## src/design/stq_pkg.sv

```systemverilog
package stq_pkg;

    // Queue size and the most entries that may expire on one tick.
    localparam int QUEUE_DEPTH = 16;
    localparam int MAX_RESULTS = 16;

    // Derived widths: slot index, entry count (0..depth), result count.
    localparam int IDX_W = $clog2(QUEUE_DEPTH);
    localparam int CNT_W = $clog2(QUEUE_DEPTH + 1);
    localparam int RES_W = $clog2(MAX_RESULTS + 1);

    // Configuration address map: one 32-bit register at byte address 0.
    localparam int ADDR_W = 3;
    localparam logic [ADDR_W-3:0] REG_TPS = '0;
    localparam logic [6:0] TPS_RESET = 7'd50;

    // Command codes.
    localparam logic [1:0] CMD_INSERT = 2'd0;
    localparam logic [1:0] CMD_REMOVE = 2'd1;
    localparam logic [1:0] CMD_TICK   = 2'd2;

    // Result status codes.
    localparam logic [1:0] ST_DONE    = 2'd0;
    localparam logic [1:0] ST_EXPIRED = 2'd1;
    localparam logic [1:0] ST_FULL    = 2'd2;

    typedef struct packed {
        logic [1:0]  cmd;
        logic [15:0] handler_id;
        logic [15:0] delay_seconds;
    } t_in_item;

    typedef struct packed {
        logic [1:0]  status;
        logic [15:0] expired_id;
        logic        last;
    } t_out_item;

    // One queue slot: absolute deadline in seconds and its handler.
    typedef struct packed {
        logic [31:0] deadline;
        logic [15:0] handler;
    } t_entry;

endpackage

```

## src/design/sorted_timeout_queue.sv

```systemverilog
// Channel   | Direction | Signals                               | Payload
// ----------+-----------+---------------------------------------+------------------
// in        | input     | i_in_valid, o_in_ready                | i_in_data (t_in_item)
// out       | output    | o_out_valid, i_out_ready              | o_out_data (t_out_item)
// config    | input     | psel, penable, pwrite, paddr, pwdata, | ticks_per_second
//           |           | prdata, pready                        | at address 0
//
// Insert and remove walk the queue once through the head slot.
// A tick without a second boundary, a full insert or an unused command goes straight
// to the response; at a boundary a tick pops each due entry in turn, up to MAX_RESULTS,
// all judged by the one shared deadline comparator.
// The block takes a new beat only when its sequencer is idle; a result waiting in the
// output register holds the response and expiry steps until that beat is taken.
// Reset is synchronous and active low; it empties the queue and loads the rate of 50.
module sorted_timeout_queue import stq_pkg::*; (
    input  logic              i_clk,
    input  logic              i_rst_n,
    input  logic              i_in_valid,
    output logic              o_in_ready,
    input  t_in_item          i_in_data,
    output logic              o_out_valid,
    input  logic              i_out_ready,
    output t_out_item         o_out_data,
    input  logic              psel,
    input  logic              penable,
    input  logic              pwrite,
    input  logic [ADDR_W-1:0] paddr,
    input  logic [31:0]       pwdata,
    output logic [31:0]       prdata,
    output logic              pready
);

    localparam logic [2:0] S_IDLE = 3'd0;
    localparam logic [2:0] S_INS  = 3'd1;
    localparam logic [2:0] S_REM  = 3'd2;
    localparam logic [2:0] S_EXP  = 3'd3;
    localparam logic [2:0] S_RESP = 3'd4;

    logic [2:0]       r_state, n_state;
    logic [6:0]       r_tps;
    logic [6:0]       r_ticks, n_ticks;
    logic [31:0]      r_sec, n_sec;
    logic [CNT_W-1:0] r_count, n_count;
    logic [CNT_W-1:0] r_left, n_left;
    logic [RES_W-1:0] r_emit, n_emit;
    logic [31:0]      r_key, n_key;
    logic [15:0]      r_id, n_id;
    t_entry           r_car, n_car;
    logic             r_placed, n_placed;
    logic             r_pend_v, n_pend_v;
    logic [15:0]      r_pend_id, n_pend_id;
    logic [1:0]       r_st, n_st;
    logic             r_ov, n_ov;
    t_out_item        r_out, n_out;
    t_entry           r_q [QUEUE_DEPTH];
    t_entry           n_q [QUEUE_DEPTH];

    logic             in_acc;
    logic             cfg_wr;
    logic [31:0]      cmp_b;
    logic             cmp_lt;
    logic             cmp_eq;
    logic             q_pop;
    logic             q_push;
    t_entry           q_push_data;
    logic [CNT_W-1:0] wr_pos;
    logic [IDX_W-1:0] wr_idx;
    logic             due;

    assign o_in_ready  = (r_state == S_IDLE);
    assign in_acc      = i_in_valid && o_in_ready;
    assign o_out_valid = r_ov;
    assign o_out_data  = r_out;

    // Configuration port: zero wait states, one rate register.
    assign pready = 1'b1;
    assign cfg_wr = psel && penable && pwrite;
    assign prdata = (paddr[ADDR_W-1:2] == REG_TPS) ? 32'(r_tps) : '0;

    // The shared comparator: head deadline against the insert key or the clock.
    assign cmp_b  = (r_state == S_INS) ? r_key : r_sec;
    assign cmp_lt = r_q[0].deadline < cmp_b;
    assign cmp_eq = r_q[0].deadline == cmp_b;
    assign due    = (r_count != '0) && (cmp_lt || cmp_eq) && (r_emit != RES_W'(MAX_RESULTS));

    // Sequencer: a walk step pops the head and may append one entry at the tail; the last insert step only appends.
    always_comb begin
        n_state     = r_state;
        n_ticks     = r_ticks;
        n_sec       = r_sec;
        n_count     = r_count;
        n_left      = r_left;
        n_emit      = r_emit;
        n_key       = r_key;
        n_id        = r_id;
        n_car       = r_car;
        n_placed    = r_placed;
        n_pend_v    = r_pend_v;
        n_pend_id   = r_pend_id;
        n_st        = r_st;
        n_ov        = r_ov && !i_out_ready;
        n_out       = r_out;
        q_pop       = 1'b0;
        q_push      = 1'b0;
        q_push_data = r_q[0];

        unique case (r_state)
            S_IDLE: begin
                if (in_acc) begin
                    unique case (i_in_data.cmd)
                        CMD_INSERT: begin
                            if (r_count == CNT_W'(QUEUE_DEPTH)) begin
                                n_st    = ST_FULL;
                                n_state = S_RESP;
                            end else begin
                                n_key    = r_sec + 32'(i_in_data.delay_seconds);
                                n_car    = '{deadline: r_sec + 32'(i_in_data.delay_seconds),
                                             handler: i_in_data.handler_id};
                                n_placed = 1'b0;
                                n_left   = r_count;
                                n_state  = S_INS;
                            end
                        end
                        CMD_REMOVE: begin
                            n_id    = i_in_data.handler_id;
                            n_left  = r_count;
                            n_state = S_REM;
                        end
                        CMD_TICK: begin
                            if (r_ticks <= 7'd1) begin
                                n_ticks  = (r_tps == '0) ? 7'd1 : r_tps;
                                n_sec    = r_sec + 32'd1;
                                n_emit   = '0;
                                n_pend_v = 1'b0;
                                n_state  = S_EXP;
                            end else begin
                                n_ticks = r_ticks - 7'd1;
                                n_st    = ST_DONE;
                                n_state = S_RESP;
                            end
                        end
                        default: begin
                            n_st    = ST_DONE;
                            n_state = S_RESP;
                        end
                    endcase
                end
            end
            S_INS: begin
                // Insertion by carry: once the new entry is placed, each head is
                // swapped through the carry so the tail stays one slot behind.
                if (r_left != '0) begin
                    q_pop  = 1'b1;
                    q_push = 1'b1;
                    n_left = r_left - CNT_W'(1);
                    if (r_placed || !cmp_lt) begin
                        q_push_data = r_car;
                        n_car       = r_q[0];
                        n_placed    = 1'b1;
                    end
                end else begin
                    q_push      = 1'b1;
                    q_push_data = r_car;
                    n_count     = r_count + CNT_W'(1);
                    n_st        = ST_DONE;
                    n_state     = S_RESP;
                end
            end
            S_REM: begin
                // Entries with another id go back in at the tail, in order.
                if (r_left != '0) begin
                    q_pop  = 1'b1;
                    q_push = (r_q[0].handler != r_id);
                    n_left = r_left - CNT_W'(1);
                    if (r_q[0].handler == r_id) begin
                        n_count = r_count - CNT_W'(1);
                    end
                end else begin
                    n_st    = ST_DONE;
                    n_state = S_RESP;
                end
            end
            S_EXP: begin
                // One expired entry is held back so the final beat can carry last.
                if (!r_ov) begin
                    if (due) begin
                        q_pop     = 1'b1;
                        n_count   = r_count - CNT_W'(1);
                        n_emit    = r_emit + RES_W'(1);
                        n_pend_id = r_q[0].handler;
                        n_pend_v  = 1'b1;
                        if (r_pend_v) begin
                            n_ov  = 1'b1;
                            n_out = '{status: ST_EXPIRED, expired_id: r_pend_id, last: 1'b0};
                        end
                    end else begin
                        n_ov     = 1'b1;
                        n_pend_v = 1'b0;
                        n_state  = S_IDLE;
                        if (r_pend_v) begin
                            n_out = '{status: ST_EXPIRED, expired_id: r_pend_id, last: 1'b1};
                        end else begin
                            n_out = '{status: ST_DONE, expired_id: 16'd0, last: 1'b1};
                        end
                    end
                end
            end
            S_RESP: begin
                if (!r_ov) begin
                    n_ov    = 1'b1;
                    n_out   = '{status: r_st, expired_id: 16'd0, last: 1'b1};
                    n_state = S_IDLE;
                end
            end
            default: begin
                n_state = S_IDLE;
            end
        endcase
    end

    // Tail position: after a pop the last live slot, otherwise the first free one.
    assign wr_pos = q_pop ? (r_count - CNT_W'(1)) : r_count;
    assign wr_idx = wr_pos[IDX_W-1:0];

    // Queue slots: shift toward the head, then write the appended entry.
    always_comb begin
        for (int i = 0; i < QUEUE_DEPTH; i++) begin
            n_q[i] = r_q[i];
        end
        if (q_pop) begin
            for (int i = 0; i < QUEUE_DEPTH - 1; i++) begin
                n_q[i] = r_q[i + 1];
            end
        end
        if (q_push) begin
            for (int i = 0; i < QUEUE_DEPTH; i++) begin
                if (wr_idx == IDX_W'(i)) begin
                    n_q[i] = q_push_data;
                end
            end
        end
    end

    // Control registers.
    always_ff @(posedge i_clk) begin
        if (!i_rst_n) begin
            r_state  <= S_IDLE;
            r_tps    <= TPS_RESET;
            r_ticks  <= TPS_RESET;
            r_sec    <= '0;
            r_count  <= '0;
            r_left   <= '0;
            r_emit   <= '0;
            r_placed <= 1'b0;
            r_pend_v <= 1'b0;
            r_ov     <= 1'b0;
        end else begin
            r_state  <= n_state;
            r_ticks  <= n_ticks;
            r_sec    <= n_sec;
            r_count  <= n_count;
            r_left   <= n_left;
            r_emit   <= n_emit;
            r_placed <= n_placed;
            r_pend_v <= n_pend_v;
            r_ov     <= n_ov;
            if (cfg_wr && (paddr[ADDR_W-1:2] == REG_TPS)) begin
                r_tps <= pwdata[6:0];
            end
        end
    end

    // Payload registers.
    always_ff @(posedge i_clk) begin
        r_key     <= n_key;
        r_id      <= n_id;
        r_car     <= n_car;
        r_pend_id <= n_pend_id;
        r_st      <= n_st;
        r_out     <= n_out;
        for (int i = 0; i < QUEUE_DEPTH; i++) begin
            r_q[i] <= n_q[i];
        end
    end

endmodule
```

## config.mk

```make
export PLATFORM = sky130hd
export DESIGN_NAME = sorted_timeout_queue
export DESIGN_NICKNAME = d
export VERILOG_FILES = /design/src/design/stq_pkg.sv /design/src/design/sorted_timeout_queue.sv
export SDC_FILE = /design/constraint.sdc
export NUM_CORES = 2
export LEC_CHECK = 0
export ABC_CLOCK_PERIOD_IN_PS = 8300
export BUFFER_PORTS_ARGS = -buffer_cell sky130_fd_sc_hd__clkbuf_2
export CORE_MARGIN = 10
export CORE_UTILIZATION = 50
export CTS_BUF_LIST = sky130_fd_sc_hd__clkbuf_4 sky130_fd_sc_hd__clkbuf_8
export CTS_CLUSTER_DIAMETER = 200
export DETAILED_ROUTE_END_ITERATION = 10
export GPL_TIMING_DRIVEN = 0
export PLACE_DENSITY = 0.73
export SLEW_MARGIN = 20
export SYNTH_ARGS = -nofsm -noshare
export SYNTH_HDL_FRONTEND = slang
export SYNTH_SLANG_ARGS = --single-unit
```

## constraint.sdc

```tcl
create_clock -name i_clk -period 8.3 [get_ports i_clk]
set_input_delay 2.075 -clock i_clk [delete_from_list [all_inputs] [get_ports i_clk]]
set_output_delay 2.075 -clock i_clk [all_outputs]
set_load 0.03 [all_outputs]
```

==> out/metrics.cfg <==
[worst_hold_path]
whs_path_depth=2
hold_class=reg -> reg

[finish]
nNetsFinal=3975
drive_gt1_share_pct=14.20
syn2layout_area_growth_pct=12.79
finalNonFillerCells=5117

[cts]
cts_tree=built
cts_made_buffers=158
cts_hold_buf=0
cts_resized=0
cts.sinks=967
clk_path_buf_depth=3
root_buffer=clkbuf_8
clk_latency_ns=0.85
htree_num_levels=4
post_cts_buffers=0
clkTransAtPathRegs_ns=0.06

[synthesis]
synth_cells=3577
syn_avg_cell_area_sq_um=11.96
synth-seq-cells=967
ys_types=67
synthSimpleGateAreaFrac_pct=4.735
async_reset_ff_share_pct=0
yosys.area_share.adder_pct=1.685
synth_compound_area_share_pct=2.240
synth-seq-area-share_pct=49.46
synth-xor-area-share_pct=1.597
synth_top_family_by_area=multiplexers
synth_area_sq_um=42780
synth_edf_count=180
synth-main-ff-cell=dfxtp_1
yosysWarnings=0
synthMuxAreaShare_pct=36.32

[worst_setup_path]
startpoint_type=register
path_class=reg -> reg
r2r_cells=18
crit_arrival_ns=8.25
cp-endpoint=r_q[1][373]
reg2reg_slack_ns=0.60
setup.worst_path.start=r_state[1]
cp_data_required_time_ns=8.85
regToRegEndpoint=r_q[1][373]
reg2reg_from=r_state[1]
end_kind=register
crit_fanout=10

[global_routing]
grt_max_degree=44
grt_pass1_wl_um=155100
overflow=0
grt_pass1_vias=27210
antenna_found_initial=1
track_usage_pct=19.75

[sta]
setup_viol=0
slew_headroom_pct=20.95
post-route-period-util_pct=92.78
fin_skew_ns=0.04979
slew_violations=0
finalHoldViolations=0
fin_crit_ns=7.701
rsz0062_at_grt=false
tns_ns=0
worst_slew_pin_slew_ns=1.153
fmax_mhz=129.9

[drt]
first_iter_violations=1366
routed_wl_um=99410
postRouteAntennaNets=0
vias=26990
drt-pass1-iter-count=5
wl_per_cell_um=19.43
avgViaCountPerCell=5.274
drcViolationCount=0

[power_and_ir_drop]
power.switching_w=0.003663
leakagePower_nw=21.73
intPower_w=0.008520
vdd_drop_max_uv=149.4
swShare_pct=30.07
power.density_nw_per_um2=252.5
clkPwrFrac_pct=36.3
p_comb_share_pct=17.5
p_seq_share_pct=46.2

[die]
start_util_pct=50.32
die_area_sq_um=97660
fp.dieW_um=312.5
std_cell_rows=107
io-pin-count=130
die-height_um=312.5
coreArea_sq_um=85010

[place]
dp_hpwl_um=73040
port_buffers=76
gp_congestion=0.8558
dp.cells=4826

[run]
drv_cap=0

[outcome]
status=completed

layout by cell type, fill, tap and decap left out, types with 19 or more instances in the layout:
| master | instances |
|---|---|
| mux2i_1 | 1530 |
| dfxtp_1 | 787 |
| clkbuf_8 | 190 |
| edfxtp_1 | 180 |
| nand2_1 | 154 |
| buf_2 | 122 |
| clkbuf_1 | 99 |
| nor2_1 | 96 |
| clkbuf_2 | 76 |
| inv_1 | 75 |
| clkbuf_4 | 63 |
| ha_1 | 56 |
| xnor2_1 | 46 |
| a21oi_1 | 41 |
| buf_4 | 36 |
| o21ai_0 | 34 |
| xor2_1 | 32 |
| and2_1 | 28 |
| nand3_1 | 28 |
| conb_1 | 26 |
| nand4_1 | 23 |
| nor2b_1 | 19 |
| nor3_1 | 19 |
| mux2_2 | 19 |
registers in the layout, summed over array words and instances (netlist names), 3 cells and up:
register    cells
o_out_data     19
r_car          48
r_count         5
r_emit          5
r_id           16
r_key          32
r_left          5
r_pend_id      16
r_q           768
r_sec          32
r_state         3
r_ticks         7
r_tps           7
per-layer routing:
| layer | vias up | global-route usage (%) | part of all wire (%) |
|---|---|---|---|
| li1 | 13290 | - | - |
| met1 | 13130 | 26.50 | 48 |
| met2 | 425 | 32.29 | 46 |
| met3 | 137 | 3.478 | 3.8 |
| met4 | 0 | 5.922 | 2.0 |
| met5 | - | 0 | 0 |
cell type report:
type,instances,area [sq um]
clock inverter,37,342.8
clock buffer,253,3088
buffer,273,1399
tap,1144,1431
multi-input combinational,2285,20050
sequential,967,21160
fill,7146,36760
inverter,76,285.3
timing repair buffer,81,490.5
antenna,1,2.502
per-stage QoR:
stage                     power, W  instance area [sq um]  util [%]  worst slack (ns)  hold WS, ns
after floorplan           0.007072                  42870         -             2.182       0.4530
after global placement    0.007757                  44680     52.56           -0.9446       0.4662
after detailed placement  0.007831                  44810     52.71            0.6849       0.4741
after CTS                  0.01225                  48240     56.75            0.6139       0.4833
after global routing       0.01273                  48250     56.75            0.2314       0.5181
final                      0.01218                  48250     56.75            0.5991       0.4840
logic make-up after synthesis:
kind of cell	count (synthesis)
other	2
DFF	967
adders and majority gates	57
buffers and inverters	349
AOI/OAI and AO/OA	146
xor gates and xnor gates	78
and+or+nand+nor	428
muxes	1550
critical path, stage by stage, from the launching register on:
cell       delay, ns
dfxtp_1         0.32
clkbuf_1        0.23
nor2_1          0.20
and2_1          0.14
clkbuf_1        0.43
buf_1           0.64
mux2i_1         0.29
ha_1            0.27
a211oi_1        0.24
nor2_1          0.09
a2111oi_0       0.64
a21oi_1         0.35
or4b_2          0.72
o21ai_1         0.49
buf_2           0.45
buf_4           0.29
mux2i_1         0.96
clkbuf_1        0.53
inv_1           0.10
power by group through the flow:
stage,logic [W],clock network (W),registers [W]
after global routing,0.00234,0.00472,0.00567
after global placement,0.00206,0,0.00570
after detailed placement,0.00212,0,0.00571
final,0.00214,0.00442,0.00562
after floorplan,0.00149,0,0.00558
after CTS,0.00213,0.00450,0.00561
cells in the mapped netlist, types with 5 or more instances:
| master | n | share of area (%) |
|---|---|---|
| nand4_1 | 23 | 0.34 |
| buf_4 | 35 | 0.61 |
| nand2_1 | 154 | 1.4 |
| dfxtp_1 | 787 | 37 |
| o21ai_0 | 34 | 0.40 |
| nor2b_1 | 19 | 0.28 |
| a21o_1 | 8 | 0.14 |
| nand3_1 | 28 | 0.33 |
| nor3_1 | 19 | 0.22 |
| nor4_1 | 8 | 0.12 |
| nor2_1 | 97 | 0.85 |
| o21ai_1 | 10 | 0.12 |
| a21oi_1 | 42 | 0.49 |
| edfxtp_1 | 180 | 13 |
| or4_1 | 6 | 0.11 |
| buf_6 | 12 | 0.32 |
| buf_1 | 5 | 0.044 |
| buf_2 | 122 | 1.4 |
| xnor2_1 | 46 | 0.94 |
| or3_1 | 13 | 0.19 |
| and2_1 | 29 | 0.42 |
| clkbuf_1 | 99 | 0.87 |
| nand2b_1 | 9 | 0.13 |
| and3_1 | 9 | 0.13 |
| xor2_1 | 32 | 0.66 |
| ha_1 | 56 | 1.6 |
| mux2_2 | 19 | 0.50 |
| inv_1 | 75 | 0.66 |
| mux2i_1 | 1531 | 36 |
| a211oi_1 | 9 | 0.16 |
worst min path at each step:
stage	startpoint	to	slack (ns)
global route	r_emit[1]	r_emit[1]	0.52
floorplan	r_emit[1]	r_emit[1]	0.45
CTS	r_emit[1]	r_emit[1]	0.48
detailed placement	r_emit[1]	r_emit[1]	0.47
finish	r_emit[1]	r_emit[1]	0.48
global placement	r_emit[1]	r_emit[1]	0.47
No activity file was read; power rests on OpenSTA's default activity.
